--- src/hw/rtl/sntg_pkg.sv ---
`timescale 1ns / 1ps
`default_nettype none
// ----------------------------------------------------------------------------
// sntg_pkg
// Shared types and constants of the square and noise tone generator.
// ----------------------------------------------------------------------------
package sntg_pkg;

    // Action codes carried by the input word.
    localparam logic ACT_QUEUE = 1'b0;
    localparam logic ACT_TICK  = 1'b1;

    localparam logic [15:0] MASTER_RESET = 16'd14418;
    localparam logic [31:0] NOISE_SEED   = 32'd2463534242;
    localparam logic [23:0] ONE_SAMPLE   = 24'd256;
    localparam logic [8:0]  FULL_VOLUME  = 9'd256;

    // Widths of the serial arithmetic units.
    localparam int MUL_W   = 16;
    localparam int DIV_N_W = 32;
    localparam int DIV_D_W = 16;

    typedef struct packed {
        logic        action;
        logic [23:0] tone_period;
        logic [15:0] tone_length;
        logic [8:0]  tone_volume;
    } t_in_word;

    typedef struct packed {
        logic signed [15:0] sample;
        logic               playing;
        logic               last_sample;
        logic               tone_dropped;
    } t_out_word;

    typedef struct packed {
        logic [23:0] period;
        logic [15:0] length;
        logic [8:0]  volume;
    } t_tone_entry;

    typedef struct packed {
        logic full;
        logic empty;
    } t_queue_status;

    typedef enum logic [2:0] {
        S_IDLE,
        S_LOAD,
        S_SCALE,
        S_PROD_GO,
        S_PROD,
        S_DIV,
        S_DONE
    } t_state;

endpackage : sntg_pkg
`default_nettype wire

--- src/hw/rtl/sntg_mul.sv ---
`timescale 1ns / 1ps
`default_nettype none
// ----------------------------------------------------------------------------
// sntg_mul
// Bit-serial shift-and-add multiplier, one multiplier bit per cycle.
// ----------------------------------------------------------------------------
module sntg_mul (
    input  wire logic                          i_clk,
    input  wire logic                          i_rst_n,
    input  wire logic                          i_start,
    input  wire logic [sntg_pkg::MUL_W-1:0]    i_a,
    input  wire logic [sntg_pkg::MUL_W-1:0]    i_b,
    output logic                               o_done,
    output logic [2*sntg_pkg::MUL_W-1:0]       o_product
);

    localparam int CNT_W = $clog2(sntg_pkg::MUL_W);

    logic                        r_run;
    logic [CNT_W-1:0]            r_count;
    logic                        r_done;
    logic [sntg_pkg::MUL_W-1:0]  r_a;
    logic [sntg_pkg::MUL_W-1:0]  r_hi;
    logic [sntg_pkg::MUL_W-1:0]  r_lo;
    logic [sntg_pkg::MUL_W:0]    sum;

    assign sum = {1'b0, r_hi} + (r_lo[0] ? {1'b0, r_a} : '0);

    always_ff @(posedge i_clk) begin
        if (!i_rst_n) begin
            r_run   <= 1'b0;
            r_count <= '0;
            r_done  <= 1'b0;
        end else begin
            r_done <= 1'b0;
            if (i_start) begin
                r_run   <= 1'b1;
                r_count <= '0;
            end else if (r_run) begin
                r_count <= r_count + 1'b1;
                if (r_count == CNT_W'(sntg_pkg::MUL_W - 1)) begin
                    r_run  <= 1'b0;
                    r_done <= 1'b1;
                end
            end
        end
    end

    always_ff @(posedge i_clk) begin
        if (i_start) begin
            r_a  <= i_a;
            r_hi <= '0;
            r_lo <= i_b;
        end else if (r_run) begin
            r_hi <= sum[sntg_pkg::MUL_W:1];
            r_lo <= {sum[0], r_lo[sntg_pkg::MUL_W-1:1]};
        end
    end

    assign o_done    = r_done;
    assign o_product = {r_hi, r_lo};

endmodule : sntg_mul
`default_nettype wire

--- src/hw/rtl/sntg_div.sv ---
`timescale 1ns / 1ps
`default_nettype none
// ----------------------------------------------------------------------------
// sntg_div
// Restoring divider, one quotient bit per cycle.
// ----------------------------------------------------------------------------
module sntg_div (
    input  wire logic                          i_clk,
    input  wire logic                          i_rst_n,
    input  wire logic                          i_start,
    input  wire logic [sntg_pkg::DIV_N_W-1:0]  i_dividend,
    input  wire logic [sntg_pkg::DIV_D_W-1:0]  i_divisor,
    output logic                               o_done,
    output logic [sntg_pkg::DIV_N_W-1:0]       o_quotient
);

    localparam int CNT_W = $clog2(sntg_pkg::DIV_N_W);

    logic                          r_run;
    logic [CNT_W-1:0]              r_count;
    logic                          r_done;
    logic [sntg_pkg::DIV_D_W-1:0]  r_div;
    logic [sntg_pkg::DIV_D_W-1:0]  r_rem;
    logic [sntg_pkg::DIV_N_W-1:0]  r_dq;
    logic [sntg_pkg::DIV_D_W:0]    shifted;
    logic [sntg_pkg::DIV_D_W:0]    diff;
    logic                          ge;

    // The partial remainder with the next dividend bit shifted in.
    assign shifted = {r_rem, r_dq[sntg_pkg::DIV_N_W-1]};
    assign ge      = shifted >= {1'b0, r_div};
    assign diff    = shifted - {1'b0, r_div};

    always_ff @(posedge i_clk) begin
        if (!i_rst_n) begin
            r_run   <= 1'b0;
            r_count <= '0;
            r_done  <= 1'b0;
        end else begin
            r_done <= 1'b0;
            if (i_start) begin
                r_run   <= 1'b1;
                r_count <= '0;
            end else if (r_run) begin
                r_count <= r_count + 1'b1;
                if (r_count == CNT_W'(sntg_pkg::DIV_N_W - 1)) begin
                    r_run  <= 1'b0;
                    r_done <= 1'b1;
                end
            end
        end
    end

    always_ff @(posedge i_clk) begin
        if (i_start) begin
            r_div <= i_divisor;
            r_rem <= '0;
            r_dq  <= i_dividend;
        end else if (r_run) begin
            r_rem <= ge ? diff[sntg_pkg::DIV_D_W-1:0] : shifted[sntg_pkg::DIV_D_W-1:0];
            r_dq  <= {r_dq[sntg_pkg::DIV_N_W-2:0], ge};
        end
    end

    assign o_done     = r_done;
    assign o_quotient = r_dq;

endmodule : sntg_div
`default_nettype wire

--- src/hw/rtl/sntg_queue.sv ---
`timescale 1ns / 1ps
`default_nettype none
// ----------------------------------------------------------------------------
// sntg_queue
// Circular queue of tone entries with a registered read of the head entry.
// ----------------------------------------------------------------------------
module sntg_queue #(
    parameter int DEPTH = 8
) (
    input  wire logic                  i_clk,
    input  wire logic                  i_rst_n,
    input  wire logic                  i_push,
    input  wire sntg_pkg::t_tone_entry i_push_entry,
    input  wire logic                  i_pop,
    output sntg_pkg::t_queue_status    o_status,
    output sntg_pkg::t_tone_entry      o_head_entry
);

    localparam int AW = (DEPTH > 1) ? $clog2(DEPTH) : 1;
    localparam int CW = $clog2(DEPTH + 1);

    sntg_pkg::t_tone_entry r_mem [0:DEPTH-1];
    sntg_pkg::t_tone_entry r_rd_data;
    logic [AW-1:0]         r_head;
    logic [AW-1:0]         r_tail;
    logic [CW-1:0]         r_count;

    always_ff @(posedge i_clk) begin
        if (i_push) begin
            r_mem[r_tail] <= i_push_entry;
        end
        r_rd_data <= r_mem[r_head];
    end

    always_ff @(posedge i_clk) begin
        if (!i_rst_n) begin
            r_head  <= '0;
            r_tail  <= '0;
            r_count <= '0;
        end else begin
            if (i_push) begin
                r_tail <= (r_tail == AW'(DEPTH - 1)) ? '0 : r_tail + 1'b1;
            end
            if (i_pop) begin
                r_head <= (r_head == AW'(DEPTH - 1)) ? '0 : r_head + 1'b1;
            end
            if (i_push && !i_pop) begin
                r_count <= r_count + 1'b1;
            end else if (i_pop && !i_push) begin
                r_count <= r_count - 1'b1;
            end
        end
    end

    assign o_status.full  = (r_count == CW'(DEPTH));
    assign o_status.empty = (r_count == '0);
    assign o_head_entry   = r_rd_data;

endmodule : sntg_queue
`default_nettype wire

--- src/hw/rtl/square_noise_tone_generator.sv ---
`timescale 1ns / 1ps
`default_nettype none
// Timing: a queue word takes effect at its accept edge and gives no result. A tick
// with no tone to play goes straight to the result state; one that plays on first runs
// the serial multiplier and divider, and one that starts a tone also scales its volume.
// Throughput: one tick at a time; queue words are taken every cycle while idle.
// Reset (synchronous, active low) empties the queue, stops playback, reseeds the
// noise register and restores the default master level.
// ----------------------------------------------------------------------------
// square_noise_tone_generator
// Queues tone descriptors and plays them back to back as square waves or
// xorshift noise with a linear decay, one signed sample word per tick.
// ----------------------------------------------------------------------------
module square_noise_tone_generator #(
    parameter int QUEUE_DEPTH = 8
) (
    input  wire logic                i_clk,
    input  wire logic                i_rst_n,
    // Input channel.
    input  wire logic                i_in_valid,
    output logic                     o_in_stall,
    input  wire sntg_pkg::t_in_word  i_in_word,
    // Output channel.
    output logic                     o_out_valid,
    input  wire logic                i_out_stall,
    output sntg_pkg::t_out_word      o_out_word,
    // Master level register.
    input  wire logic                i_cfg_wr_en,
    input  wire logic [15:0]         i_cfg_wr_data
);

    // ------------------------------------------------------------------
    // Control state.
    // ------------------------------------------------------------------
    sntg_pkg::t_state        r_state;
    sntg_pkg::t_state        n_state;
    logic [15:0]             r_master;
    logic                    r_busy;
    logic                    r_drop;
    logic                    r_out_valid;
    sntg_pkg::t_out_word     r_out_word;

    // Current tone.
    logic [23:0]             r_period;
    logic [15:0]             r_length;
    logic [15:0]             r_index;
    logic [14:0]             r_scale;
    logic [23:0]             r_phase;
    logic [31:0]             r_noise;
    logic [14:0]             r_mag;

    // Unit control.
    logic                    in_accept;
    logic                    out_free;
    logic                    q_push;
    logic                    q_pop;
    sntg_pkg::t_tone_entry   q_push_entry;
    sntg_pkg::t_tone_entry   q_head;
    sntg_pkg::t_queue_status q_status;
    logic                    mul_start;
    logic [15:0]             mul_a;
    logic [15:0]             mul_b;
    logic                    mul_done;
    logic [31:0]             mul_product;
    logic                    div_start;
    logic                    div_done;
    logic [31:0]             div_quotient;

    // Datapath helpers.
    logic [24:0]             vol_master;
    logic [39:0]             scale_full;
    logic [23:0]             head_period;
    logic [31:0]             noise_a;
    logic [31:0]             noise_b;
    logic [31:0]             noise_next;
    logic [24:0]             phase_step;
    logic [24:0]             phase_next;
    logic                    positive;
    logic [15:0]             mag_ext;
    logic [15:0]             index_next;
    logic                    tone_over;

    assign in_accept = i_in_valid && !o_in_stall;
    assign out_free  = !r_out_valid || !i_out_stall;
    assign o_in_stall = (r_state != sntg_pkg::S_IDLE);

    // ------------------------------------------------------------------
    // Tone queue. A start with zero length is ignored; a start that
    // finds the queue full is dropped and raises the sticky drop flag.
    // ------------------------------------------------------------------
    assign q_push = in_accept && (i_in_word.action == sntg_pkg::ACT_QUEUE)
                    && (i_in_word.tone_length != '0) && !q_status.full;
    assign q_pop  = (r_state == sntg_pkg::S_LOAD);

    assign q_push_entry.period = i_in_word.tone_period;
    assign q_push_entry.length = i_in_word.tone_length;
    assign q_push_entry.volume = (i_in_word.tone_volume > sntg_pkg::FULL_VOLUME)
                                 ? sntg_pkg::FULL_VOLUME : i_in_word.tone_volume;

    sntg_queue #(
        .DEPTH (QUEUE_DEPTH)
    ) u_queue (
        .i_clk        (i_clk),
        .i_rst_n      (i_rst_n),
        .i_push       (q_push),
        .i_push_entry (q_push_entry),
        .i_pop        (q_pop),
        .o_status     (q_status),
        .o_head_entry (q_head)
    );

    // ------------------------------------------------------------------
    // Shared serial multiplier. At tone start it forms volume times the
    // master level; on every playing tick it forms scale times the
    // remaining length, which the divider then divides by the length.
    // ------------------------------------------------------------------
    assign mul_a = (r_state == sntg_pkg::S_LOAD) ? r_master : {1'b0, r_scale};
    assign mul_b = (r_state == sntg_pkg::S_LOAD) ? {7'd0, q_head.volume}
                                                 : (r_length - r_index);

    sntg_mul u_mul (
        .i_clk     (i_clk),
        .i_rst_n   (i_rst_n),
        .i_start   (mul_start),
        .i_a       (mul_a),
        .i_b       (mul_b),
        .o_done    (mul_done),
        .o_product (mul_product)
    );

    sntg_div u_div (
        .i_clk      (i_clk),
        .i_rst_n    (i_rst_n),
        .i_start    (div_start),
        .i_dividend (mul_product),
        .i_divisor  (r_length),
        .o_done     (div_done),
        .o_quotient (div_quotient)
    );

    // Scale is volume * master * 32767 >> 24, with 32767 done as a
    // shift by 15 and a subtract.
    assign vol_master = mul_product[24:0];
    assign scale_full = {vol_master, 15'd0} - {15'd0, vol_master};

    // A period below one sample is raised to one sample; zero stays noise.
    assign head_period = (q_head.period != '0 && q_head.period < sntg_pkg::ONE_SAMPLE)
                         ? sntg_pkg::ONE_SAMPLE : q_head.period;

    // ------------------------------------------------------------------
    // Waveform. The square wave is positive while twice the phase is
    // below the period; noise steps the xorshift register and takes
    // its bit 16 as the sign.
    // ------------------------------------------------------------------
    assign noise_a    = r_noise ^ (r_noise << 13);
    assign noise_b    = noise_a ^ (noise_a >> 17);
    assign noise_next = noise_b ^ (noise_b << 5);

    assign phase_step = {1'b0, r_phase} + {1'b0, sntg_pkg::ONE_SAMPLE};
    assign phase_next = (phase_step >= {1'b0, r_period})
                        ? phase_step - {1'b0, r_period} : phase_step;

    assign positive   = (r_period != '0) ? ({r_phase, 1'b0} < {1'b0, r_period})
                                         : noise_next[16];
    assign mag_ext    = {1'b0, r_mag};
    assign index_next = r_index + 1'b1;
    assign tone_over  = (index_next >= r_length);

    // ------------------------------------------------------------------
    // Sequencer.
    // ------------------------------------------------------------------
    always_comb begin
        n_state   = r_state;
        mul_start = 1'b0;
        div_start = 1'b0;
        unique case (r_state)
            sntg_pkg::S_IDLE: begin
                if (in_accept && i_in_word.action == sntg_pkg::ACT_TICK) begin
                    if (!r_busy && !q_status.empty) begin
                        n_state = sntg_pkg::S_LOAD;
                    end else if (r_busy) begin
                        n_state = sntg_pkg::S_PROD_GO;
                    end else begin
                        n_state = sntg_pkg::S_DONE;
                    end
                end
            end
            sntg_pkg::S_LOAD: begin
                mul_start = 1'b1;
                n_state   = sntg_pkg::S_SCALE;
            end
            sntg_pkg::S_SCALE: begin
                if (mul_done) begin
                    n_state = sntg_pkg::S_PROD_GO;
                end
            end
            sntg_pkg::S_PROD_GO: begin
                mul_start = 1'b1;
                n_state   = sntg_pkg::S_PROD;
            end
            sntg_pkg::S_PROD: begin
                if (mul_done) begin
                    div_start = 1'b1;
                    n_state   = sntg_pkg::S_DIV;
                end
            end
            sntg_pkg::S_DIV: begin
                if (div_done) begin
                    n_state = sntg_pkg::S_DONE;
                end
            end
            sntg_pkg::S_DONE: begin
                if (out_free) begin
                    n_state = sntg_pkg::S_IDLE;
                end
            end
            default: begin
                n_state = sntg_pkg::S_IDLE;
            end
        endcase
    end

    always_ff @(posedge i_clk) begin
        if (!i_rst_n) begin
            r_state <= sntg_pkg::S_IDLE;
        end else begin
            r_state <= n_state;
        end
    end

    // ------------------------------------------------------------------
    // Control and tone state. All per-sample updates are committed in
    // the cycle the result word is loaded into the output register.
    // ------------------------------------------------------------------
    always_ff @(posedge i_clk) begin
        if (!i_rst_n) begin
            r_master    <= sntg_pkg::MASTER_RESET;
            r_busy      <= 1'b0;
            r_drop      <= 1'b0;
            r_out_valid <= 1'b0;
            r_period    <= '0;
            r_length    <= '0;
            r_index     <= '0;
            r_scale     <= '0;
            r_phase     <= '0;
            r_noise     <= sntg_pkg::NOISE_SEED;
        end else begin
            if (i_cfg_wr_en) begin
                r_master <= i_cfg_wr_data;
            end
            // In the result state a taken word is replaced below.
            if (r_out_valid && !i_out_stall && r_state != sntg_pkg::S_DONE) begin
                r_out_valid <= 1'b0;
            end
            if (in_accept && i_in_word.action == sntg_pkg::ACT_QUEUE
                && i_in_word.tone_length != '0 && q_status.full) begin
                r_drop <= 1'b1;
            end
            if (r_state == sntg_pkg::S_LOAD) begin
                r_period <= head_period;
                r_length <= q_head.length;
                r_index  <= '0;
                r_phase  <= '0;
                r_busy   <= 1'b1;
            end
            if (r_state == sntg_pkg::S_SCALE && mul_done) begin
                r_scale <= scale_full[38:24];
            end
            if (r_state == sntg_pkg::S_DONE && out_free) begin
                r_out_valid <= 1'b1;
                r_drop      <= 1'b0;
                if (r_busy) begin
                    if (r_period != '0) begin
                        r_phase <= phase_next[23:0];
                    end else begin
                        r_noise <= noise_next;
                    end
                    r_index <= index_next;
                    if (tone_over) begin
                        r_busy <= 1'b0;
                    end
                end
            end
        end
    end

    // Payload registers.
    always_ff @(posedge i_clk) begin
        if (r_state == sntg_pkg::S_DIV && div_done) begin
            r_mag <= div_quotient[14:0];
        end
        if (r_state == sntg_pkg::S_DONE && out_free) begin
            r_out_word.sample       <= r_busy ? (positive ? mag_ext : 16'd0 - mag_ext)
                                              : 16'd0;
            r_out_word.playing      <= r_busy;
            r_out_word.last_sample  <= r_busy && tone_over && q_status.empty;
            r_out_word.tone_dropped <= r_drop;
        end
    end

    assign o_out_valid = r_out_valid;
    assign o_out_word  = r_out_word;

endmodule : square_noise_tone_generator
`default_nettype wire

--- config.mk ---
export PLATFORM = sky130hd
export DESIGN_NAME = square_noise_tone_generator
export DESIGN_NICKNAME = d
export VERILOG_FILES = /design/src/hw/rtl/sntg_pkg.sv /design/src/hw/rtl/sntg_mul.sv /design/src/hw/rtl/sntg_div.sv /design/src/hw/rtl/sntg_queue.sv /design/src/hw/rtl/square_noise_tone_generator.sv
export SDC_FILE = /design/constraint.sdc
export NUM_CORES = 1
export LEC_CHECK = 0
export ABC_AREA = 1
export BUFFER_PORTS_ARGS = -buffer_cell sky130_fd_sc_hd__buf_2
export CORE_MARGIN = 2
export CORE_UTILIZATION = 55
export CTS_CLUSTER_SIZE = 24
export DETAILED_ROUTE_END_ITERATION = 12
export GPL_TIMING_DRIVEN = 0
export PLACE_DENSITY = 0.79
export SETUP_SLACK_MARGIN = 0.3
export SLEW_MARGIN = 20
export SYNTH_ARGS = -nofsm -noshare
export SYNTH_HDL_FRONTEND = slang
export SYNTH_SLANG_ARGS = --single-unit
--- constraint.sdc ---
create_clock -name i_clk -period 14.6 [get_ports i_clk]
set_clock_uncertainty 0.05 [all_clocks]
set_input_delay 4.38 -clock i_clk [delete_from_list [all_inputs] [get_ports i_clk]]
set_output_delay 4.38 -clock i_clk [all_outputs]
set_load 0.005 [all_outputs]
# Word level (Yosys, flattened, before mapping)
# Memories as Yosys holds them, arrays and structs flattened. A register that Yosys moved wholly into a read port is not among the register bits.
# Cells that the tools add are included.
[op_classes] add_sub_neg=14 order_cmp=6 eq_ne=17 muxes=51 n_bitwise=9 n_reduce_logical=45
[ops] operator="$mux W24" n=6
[ops] operator="$mux W16" n=8
[ops] operator="$mux W32" n=2
[ops] operator="$xor A32 B32 Y32" n=2
[ops] operator="$reduce_bool A24 Y1" n=2
[ops] operator="$sub A39 B25 Y39" n=1
[ops] operator="$sub A16 B16 Y16" n=2
[ops] operator="$xor A32 B15 Y32" n=1
[ops] operator="$mux W15" n=2
[ops] operator="$mux W3" n=9
[ops] operator="$add A24 B9 Y25 const B" n=1
[ops] operator="$ge A25 B24 Y1" n=1
[ops] operator="$lt A25 B24 Y1" n=1
[ops] operator="$lt A24 B9 Y1 const B" n=1
[ops] operator="$sub A24 B24 Y24" n=1
[ops] operator="$pmux W3 S7" n=1
[ops] operator="$mux W1" n=20
[ops] operator="$add A16 B16 Y17" n=1
[ops] operator="$ge A17 B16 Y1" n=1
[ops] operator="$logic_and A1 B1 Y1" n=17
[ops] operator="$add A16 B1 Y16 const B" n=1
[ops] operator="$ge A16 B16 Y1" n=1
[ops] operator="$reduce_bool A16 Y1" n=1
[ops] operator="$sub A1 B15 Y16 const A" n=1
[ops] operator="other kinds (26)" n=58
[totals] ff_bits=318 mem_bits_rw=392 input_bits=71 out_inout_bits=21 n_memories=1
[mem_list] name="u_queue.r_mem" depth=8 word_bits=49 rd=1 rd_ports_with_merged_regs=1 write_ports=1 line="sntg_queue.sv:22" source="sntg_pkg::t_tone_entry r_mem [0:DEPTH-1];"

# Logic depth before layout (Yosys ltp)
# Gate-level depths: netlist (run 1).
[depth] depth_word=10 ltp_mapped=22 depth_no_buf=22

# By module
# From an unflattened synthesis (run 1), not the netlist that was laid out.
[unflattened] cells_unflattened=4314 hier_area_um2=37536.0
[by_module_without_submodules] module="sntg_queue" n_inst=1 cells_per_inst=1437 area_per_inst_um2=17145.2
[by_module_without_submodules] module="square_noise_tone_generator" n_inst=1 cells_per_inst=1957 area_per_inst_um2=13251.5
[by_module_without_submodules] module="sntg_div" n_inst=1 cells_per_inst=509 area_per_inst_um2=4080.2
[by_module_without_submodules] module="sntg_mul" n_inst=1 cells_per_inst=411 area_per_inst_um2=3059.2

# Worst setup path before layout (run 1)
# Ideal clock, no wire load.
[synth_timing] kind="input port to flip-flop" startpoint="in i_in_word[49] (netlist bit)" endpoint="mem u_queue.r_mem[4][0] (netlist bit), enable pin" setup_time_ps=517 arrival_time_ps=8339 slack_ps=5694 path_stages=5 path_cell_list="nor3b_1 > nand3_1 > inv_1 > nand2_1 > nor3_1"
[synth_between] elab_chain_cells=6
[synth_lines] item="start: declaration" line="square_noise_tone_generator.sv:22" source="input wire sntg_pkg::t_in_word i_in_word,"
[synth_lines] item="$not A1 Y1" line="square_noise_tone_generator.sv:91" source="assign q_push = in_accept && (i_in_word.action == sntg_pkg::ACT_QUEUE)"
[synth_lines] item="$logic_and A1 B1 Y1" line="square_noise_tone_generator.sv:91"
[synth_lines] item="$logic_and A1 B1 Y1 (2 in a row)" line="square_noise_tone_generator.sv:92" source="&& (i_in_word.tone_length != '0) && !q_status.full;"
[synth_lines] item="via q_push" line="square_noise_tone_generator.sv:55" source="logic q_push;"
[synth_lines] item="$mux W1" line="sntg_queue.sv:29" source="if (i_push) begin"
[synth_lines] item="$mux W1 (not written as such)" line="sntg_queue.sv:30" source="r_mem[r_tail] <= i_push_entry;"
[synth_lines] item="end: declaration" line="sntg_queue.sv:22"
# The timed path passes the listed nets, and every way through them passes these cells.

# Worst setup path in the final report (run 1)
[layout_timing] startpoint="in i_in_word[22] (netlist bit)" endpoint="reg u_queue.r_count[3]"
[layout_between] elab_chain_cells=6 elab_cells_between_ends=8 cone_classes="mux (1); reduce/logical (7)"
[layout_lines] item="$reduce_bool A16 Y1 (*)" line="square_noise_tone_generator.sv:92"
[layout_lines] item="$logic_and A1 B1 Y1 (*) (2 in a row)" line="square_noise_tone_generator.sv:92"
[layout_lines] item="via q_push" line="square_noise_tone_generator.sv:55"
[layout_lines] item="$logic_not A1 Y1" line="sntg_queue.sv:49" source="end else if (i_pop && !i_push) begin"
[layout_lines] item="$logic_and A1 B1 Y1" line="sntg_queue.sv:49"
[layout_lines] item="$reduce_bool A2 Y1 (no source line)"
[layout_lines] item="end signal: assignment" line="sntg_queue.sv:48" source="r_count <= r_count + 1'b1;"
[layout_lines] item="end signal: assignment" line="sntg_queue.sv:50" source="r_count <= r_count - 1'b1;"
[layout_lines] item="end: declaration" line="sntg_queue.sv:26" source="logic [CW-1:0] r_count;"
# The timed path passes the listed nets; every way through them passes the cells marked *.
# A chain may end at the register's enable or synchronous reset.

==> qor.csv, run 1 <==
metric,value,unit
status,finished clean,
drive_gt1_share,7.63,%
nets,4300,
cts.sinks,759,
arrival,7.45,ns
placedCellCount,4866,
port-buffer-count,91,
die-area,0.0677,sq mm
tns,0,ns
via_per_inst,5.72,
ys_top_cells_by_count,"nor2_1 (601), nand2_1 (585), edfxtp_1 (506)",
gp_congestion,0.949,
grt_first_pass_wirelength,145,mm
vias,28648,
post_cts_buffers,0,
finalCritPeriodShare,47.7,%
boundaryPins,92,
yosysUniqueCellTypes,57,
maxCapViolCount,0,
clockRootBuffer,clkbuf_16,
rrSetupSlack,10.91,ns
core.rowCount,93,
cts_max_level,3,
path_clk_slew,0.06,ns
grt_pass1_vias,26906,
cts_buffer_depth,3,
async_flop_share,0,%
cts_tree,done,
layout.cells.non_filler,5011,
fin_hold_ws,0.384,ns
slew_violations,0,
max_slew_margin,28.6,%
core,0.0647,sq mm
cts_resized,0,
yosys_register_bits,759,
period_needed,6.96,ns
p_leak,16.1,nW
hold_class,flip-flop to flip-flop,
syn_nets,4104,
synthCells,3895,
setup_viol,0,
yosysMostFrequentCell,nor2_1,
dieHeight,260,um
yosysWarnings,0,
place_ws,7.06,ns
worstSetupPathType,input pin to flip-flop,
worst_ir_drop_vdd,125,uV
synthFlopType,edfxtp_1,
wl_per_cell,18.7,um
syn_area,0.0361,sq mm
critical_path_required,15.09,ns
dr.pass1.iters,6,
hold_violations,0,
cts_hold_buf,0,
netlist.area_leader.share,42.1,%
start_util,55.8,%
antenna_found_initial,1,
worst_pin_slew,1.07,ns
grt_max_degree,42,
dp_hpwl,67.6,mm
synth_largest_area_cell,edfxtp_1,
worst_slack,7.64,ns
track_usage,27.5,%
grt_overflow_total,0,
drc,0,
rsz0062_at_grt,no,
ys_seq_area_share,56.2,%
drt-total-wl,93.7,mm
die_width,260,um
areaGrowthSynthToFinish,12.4,%
drt-initial-drc-count,3241,
ant_nets,0,
start_kind,input pin,
final_util,62.7,%
power.density,169,mW/mm^2
synth.area.top_cells,"edfxtp_1 (42%), dfxtp_1 (14%), nor2_1 (6.3%)",
cts_made_buffers,78,
syn_area_per_cell,9.26,sq um
clock_latency,0.65,ns
crit_fanout,9,
fmax,0.144,GHz
worst_setup_path_end_kind,flip-flop,
synth-edff-count,506,
==> where the power goes <==
part | total, mW | internal, mW | switching (mW)
clock | 1.94 | 1.10 | 0.840
sequential | 2.66 | 2.52 | 0.142
combinational | 2.23 | 0.701 | 1.53
total | 6.84 | 4.32 | 2.52
==> layer usage <==
layer  wire length, um  track usage (%)
met5                 0                0
met3              8620             4.49
met2             43700             44.8
met1             38000             37.1
met4              3330             10.4
==> flip-flops by register name, summed over array words and instances, names as in the netlist, 3 cells and up <==
name,count
u_queue.r_mem,392
u_queue.o_head_entry,49
r_noise,32
u_div.o_quotient,32
r_period,24
r_phase,24
o_out_word,19
r_index,16
r_length,16
r_master,16
u_div.r_div,16
u_div.r_rem,16
u_mul.r_a,16
u_mul.r_hi,16
u_mul.r_lo,16
r_mag,15
r_scale,15
u_div.r_count,5
u_mul.r_count,4
u_queue.r_count,4
r_state,3
u_queue.r_head,3
u_queue.r_tail,3
==> worst max-delay path, cell delays in order <==
cell      delay [ns]
buf_2           0.15
nor4_1          0.62
nand4_1         0.40
nand3_1         0.33
inv_1           0.10
ha_1            0.23
inv_1           0.12
ha_1            0.27
and3_1          0.19
a211oi_1        0.22
nor2_1          0.06
nor2_1          0.09
nand2_1         0.07
o21ai_0         0.14
a21oi_1         0.05
==> cell usage in the layout, fill, tap and decap left out, types with 60 or more instances in the layout <==
cell type / netlist / routed
nor2_1: 601 / 594
nand2_1: 585 / 585
edfxtp_1: 506 / 506
inv_1: 380 / 380
o21ai_0: 375 / 375
dfxtp_1: 253 / 253
a21oi_1: 207 / 207
nand3_1: 198 / 198
clkbuf_1: 114 / 133
ha_1: 133 / 133
buf_2: 16 / 107
clkbuf_16: 0 / 80
xnor2_1: 66 / 66
xor2_1: 65 / 65
o22ai_1: 60 / 60
==> through the flow <==
step	area (sq um)	total power, mW
after CTS	40600	6.80
after detailed placement	38000	4.87
after global placement	37600	4.82
after global routing	40600	7.19
after floorplan	36100	4.19
final	40600	6.84
==> kinds of logic after synthesis <==
family / share of synthesized area, %
AO/OA/AOI/OAI: 12.3
XOR/XNOR: 3.27
adder cells (fa/ha/maj): 4.89
buffers and inverters: 5.85
flip-flops: 56.2
AND/OR/NAND/NOR: 17.5
==> path summary, 6_finish.rpt <==
| check | from | to | cells past startpoint |
|---|---|---|---|
| max | i_in_word[22] | u_queue.r_count[3]$_SDFFE_PN0P_ | 15 |
| min | r_drop$_SDFFE_PP0P_ | o_out_word[0]$_DFFE_PP_ | 0 |
| max reg2reg | r_phase[8]$_SDFF_PN0_ | r_phase[12]$_SDFF_PN0_ | 21 |
| min reg2reg | r_drop$_SDFFE_PP0P_ | o_out_word[0]$_DFFE_PP_ | 0 |
==> layout make-up <==
cell class                 instances  area [sq um]
buffer                           154           646
tap                              855          1070
fill                            5167         24100
multi-input combinational       2591         13800
sequential                       759         20300
clock buffer                     109          2200
timing repair buffer             116           838
clock inverter                    35           314
antenna                            1          2.50
inverter                         391          1470
Note: power is estimated with default switching activity, not from simulation.
==> inputs of run 2 (changes only) <==
- PLACE_DENSITY: 0.79 -> 0.81
- clock period: 14.6 -> 5.7 ns (I/O delays scaled with it)
==> qor.csv, run 2 (synthesis results as in run 1) <==
metric,value,unit,change
status,finished clean,,
dp_hpwl,69.0,mm,+2.0%
crit_slowest_cell,nor4_1,,
vias,29105,,+1.6%
placedCellCount,4860,,-0.12%
drt-initial-drc-count,3221,,-0.62%
core.rowCount,93,,unchanged
use_met3,4.16,%,-0.33 points
boundaryPins,92,,unchanged
via_per_inst,5.82,,+1.7%
ant_nets,0,,unchanged
cts_max_level,3,,unchanged
die-area,0.0677,sq mm,unchanged
worst_ir_drop_vdd,332,uV,+170%
p_leak,16.1,nW,+0.31%
cts_tree,done,,
grt_max_degree,42,,unchanged
power.density,438,mW/mm^2,+160%
dr.pass1.iters,7,,+1
crit_buf_inv,3,,unchanged
wl_per_cell,19.3,um,+3.3%
clockRootBuffer,clkbuf_16,,
start_kind,input pin,,
use_met1,37.5,%,+0.39 points
areaGrowthSynthToFinish,12.8,%,
worst_pin_slew,0.965,ns,-0.106 ns
dieHeight,260,um,unchanged
crit_chain,"buf_2, nor4_1, nand4_1, nand3_1, inv_1, ha_1, inv_1, ha_1, and3_1, a211oi_1, nor2_1, nor2_1, nand2_1, o21ai_0, a21oi_1",,
grt.busiest_layer,met2,,
grt_first_pass_wirelength,150,mm,+3.5%
num-fill-cells,5177,,+0.19%
die_width,260,um,unchanged
max_slew_margin,35.7,%,+7.0 points
grt.met2_usage,47.5,%,+2.7 points
drive_gt1_share,7.60,%,-0.034 points
arrival,4.76,ns,-2.69 ns
core,0.0647,sq mm,unchanged
hold_class,flip-flop to flip-flop,,
start_util,55.8,%,unchanged
cts_resized,0,,unchanged
cts_buffer_depth,3,,unchanged
gp_congestion,0.940,,-0.91%
place_ws,0.858,ns,-6.21 ns
track_usage,28.5,%,+0.95 points
slew_violations,0,,unchanged
worst_setup_path_end_kind,flip-flop,,
largest_reg_flops,392,,unchanged
layout.cells.non_filler,5004,,-0.14%
clock_latency,0.64,ns,about the same
critical_path_required,6.17,ns,-8.92 ns
rsz0062_at_grt,no,,
port-buffer-count,91,,unchanged
setup_viol,0,,unchanged
path_clk_slew,0.06,ns,about the same
drc,0,,unchanged
cp_top_family,simple AND/OR/NAND/NOR gates,,
hold_violations,0,,unchanged
cts_made_buffers,77,,-1.3%
cts_hold_buf,0,,unchanged
cts.sinks,759,,unchanged
max_stage_delay,0.57,ns,-0.05 ns
period_needed,4.29,ns,
largest-register,u_queue.r_mem,,
grt_overflow_total,0,,unchanged
fmax,0.233,GHz,
crit_fanout,9,,unchanged
final_common_cell,nor2_1,,
final_cell_mix,"nor2_1 (593), nand2_1 (585), edfxtp_1 (506), inv_1 (380), o21ai_0 (375)",,
worst_slack,1.41,ns,-6.23 ns
finalCritPeriodShare,75.3,%,
post_cts_buffers,0,,unchanged
worstSetupPathType,input pin to flip-flop,,
grt_pass1_vias,27974,,+4.0%
drt-total-wl,96.7,mm,+3.2%
nets,4293,,-0.16%
antenna_found_initial,1,,unchanged
maxCapViolCount,0,,unchanged
==> run 2: where the power goes <==
group / internal, mW / switching, mW
registers: 6.45 / 0.374
logic: 1.80 / 3.99
clock network: 3.02 / 2.21
total: 11.3 / 6.57
==> run 2: through the flow <==
step / util [%] / power (mW) / area (sq um) / setup TNS, ns / hold WS (ns)
after global placement: 58.1 / 12.4 / 37600 / -487.60 / 0.362
after global routing: 62.9 / 18.7 / 40700 / 0 / 0.400
after CTS: 62.9 / 17.7 / 40700 / 0 / 0.387
after detailed placement: 58.8 / 12.5 / 38100 / 0 / 0.375
after floorplan: - / 10.7 / 36100 / 0 / 0.353
final: 62.9 / 17.8 / 40700 / 0 / 0.392
==> run 2: metal layers <==
metal | wire, um | part of all wire, % | up-vias
met5 | 0 | 0 | -
met4 | 3770 | 3.9 | 0
met3 | 8190 | 8.5 | 246
met2 | 45600 | 47 | 1464
met1 | 39100 | 40 | 13715
li1 | - | - | 13680
==> run 2: final timing paths <==
path | startpoint | to | slack (ns) | cells after the start
worst max register to register | r_state[0]$_SDFFE_PN0P_ | u_queue.r_count[3]$_SDFFE_PN0P_ | 1.93 | 18
worst min-delay path | u_div.o_quotient[1]$_DFFE_PP_ | r_mag[1]$_DFFE_PP_ | 0.39 | 0
worst max-delay path | i_in_word[22] | u_queue.r_count[3]$_SDFFE_PN0P_ | 1.41 | 15
worst min register to register | u_div.o_quotient[1]$_DFFE_PP_ | r_mag[1]$_DFFE_PP_ | 0.39 | 0
==> run 2: cell type report <==
class	instances	area [sq um]	share of cell area, %
timing repair buffer	110	846	2.08
multi-input combinational	2591	13800	33.9
buffer	154	646	1.59
inverter	391	1470	3.61
sequential	759	20300	49.8
antenna	2	5.00	0.0123
clock buffer	94	2050	5.04
tap	855	1070	2.63
clock inverter	48	586	1.44
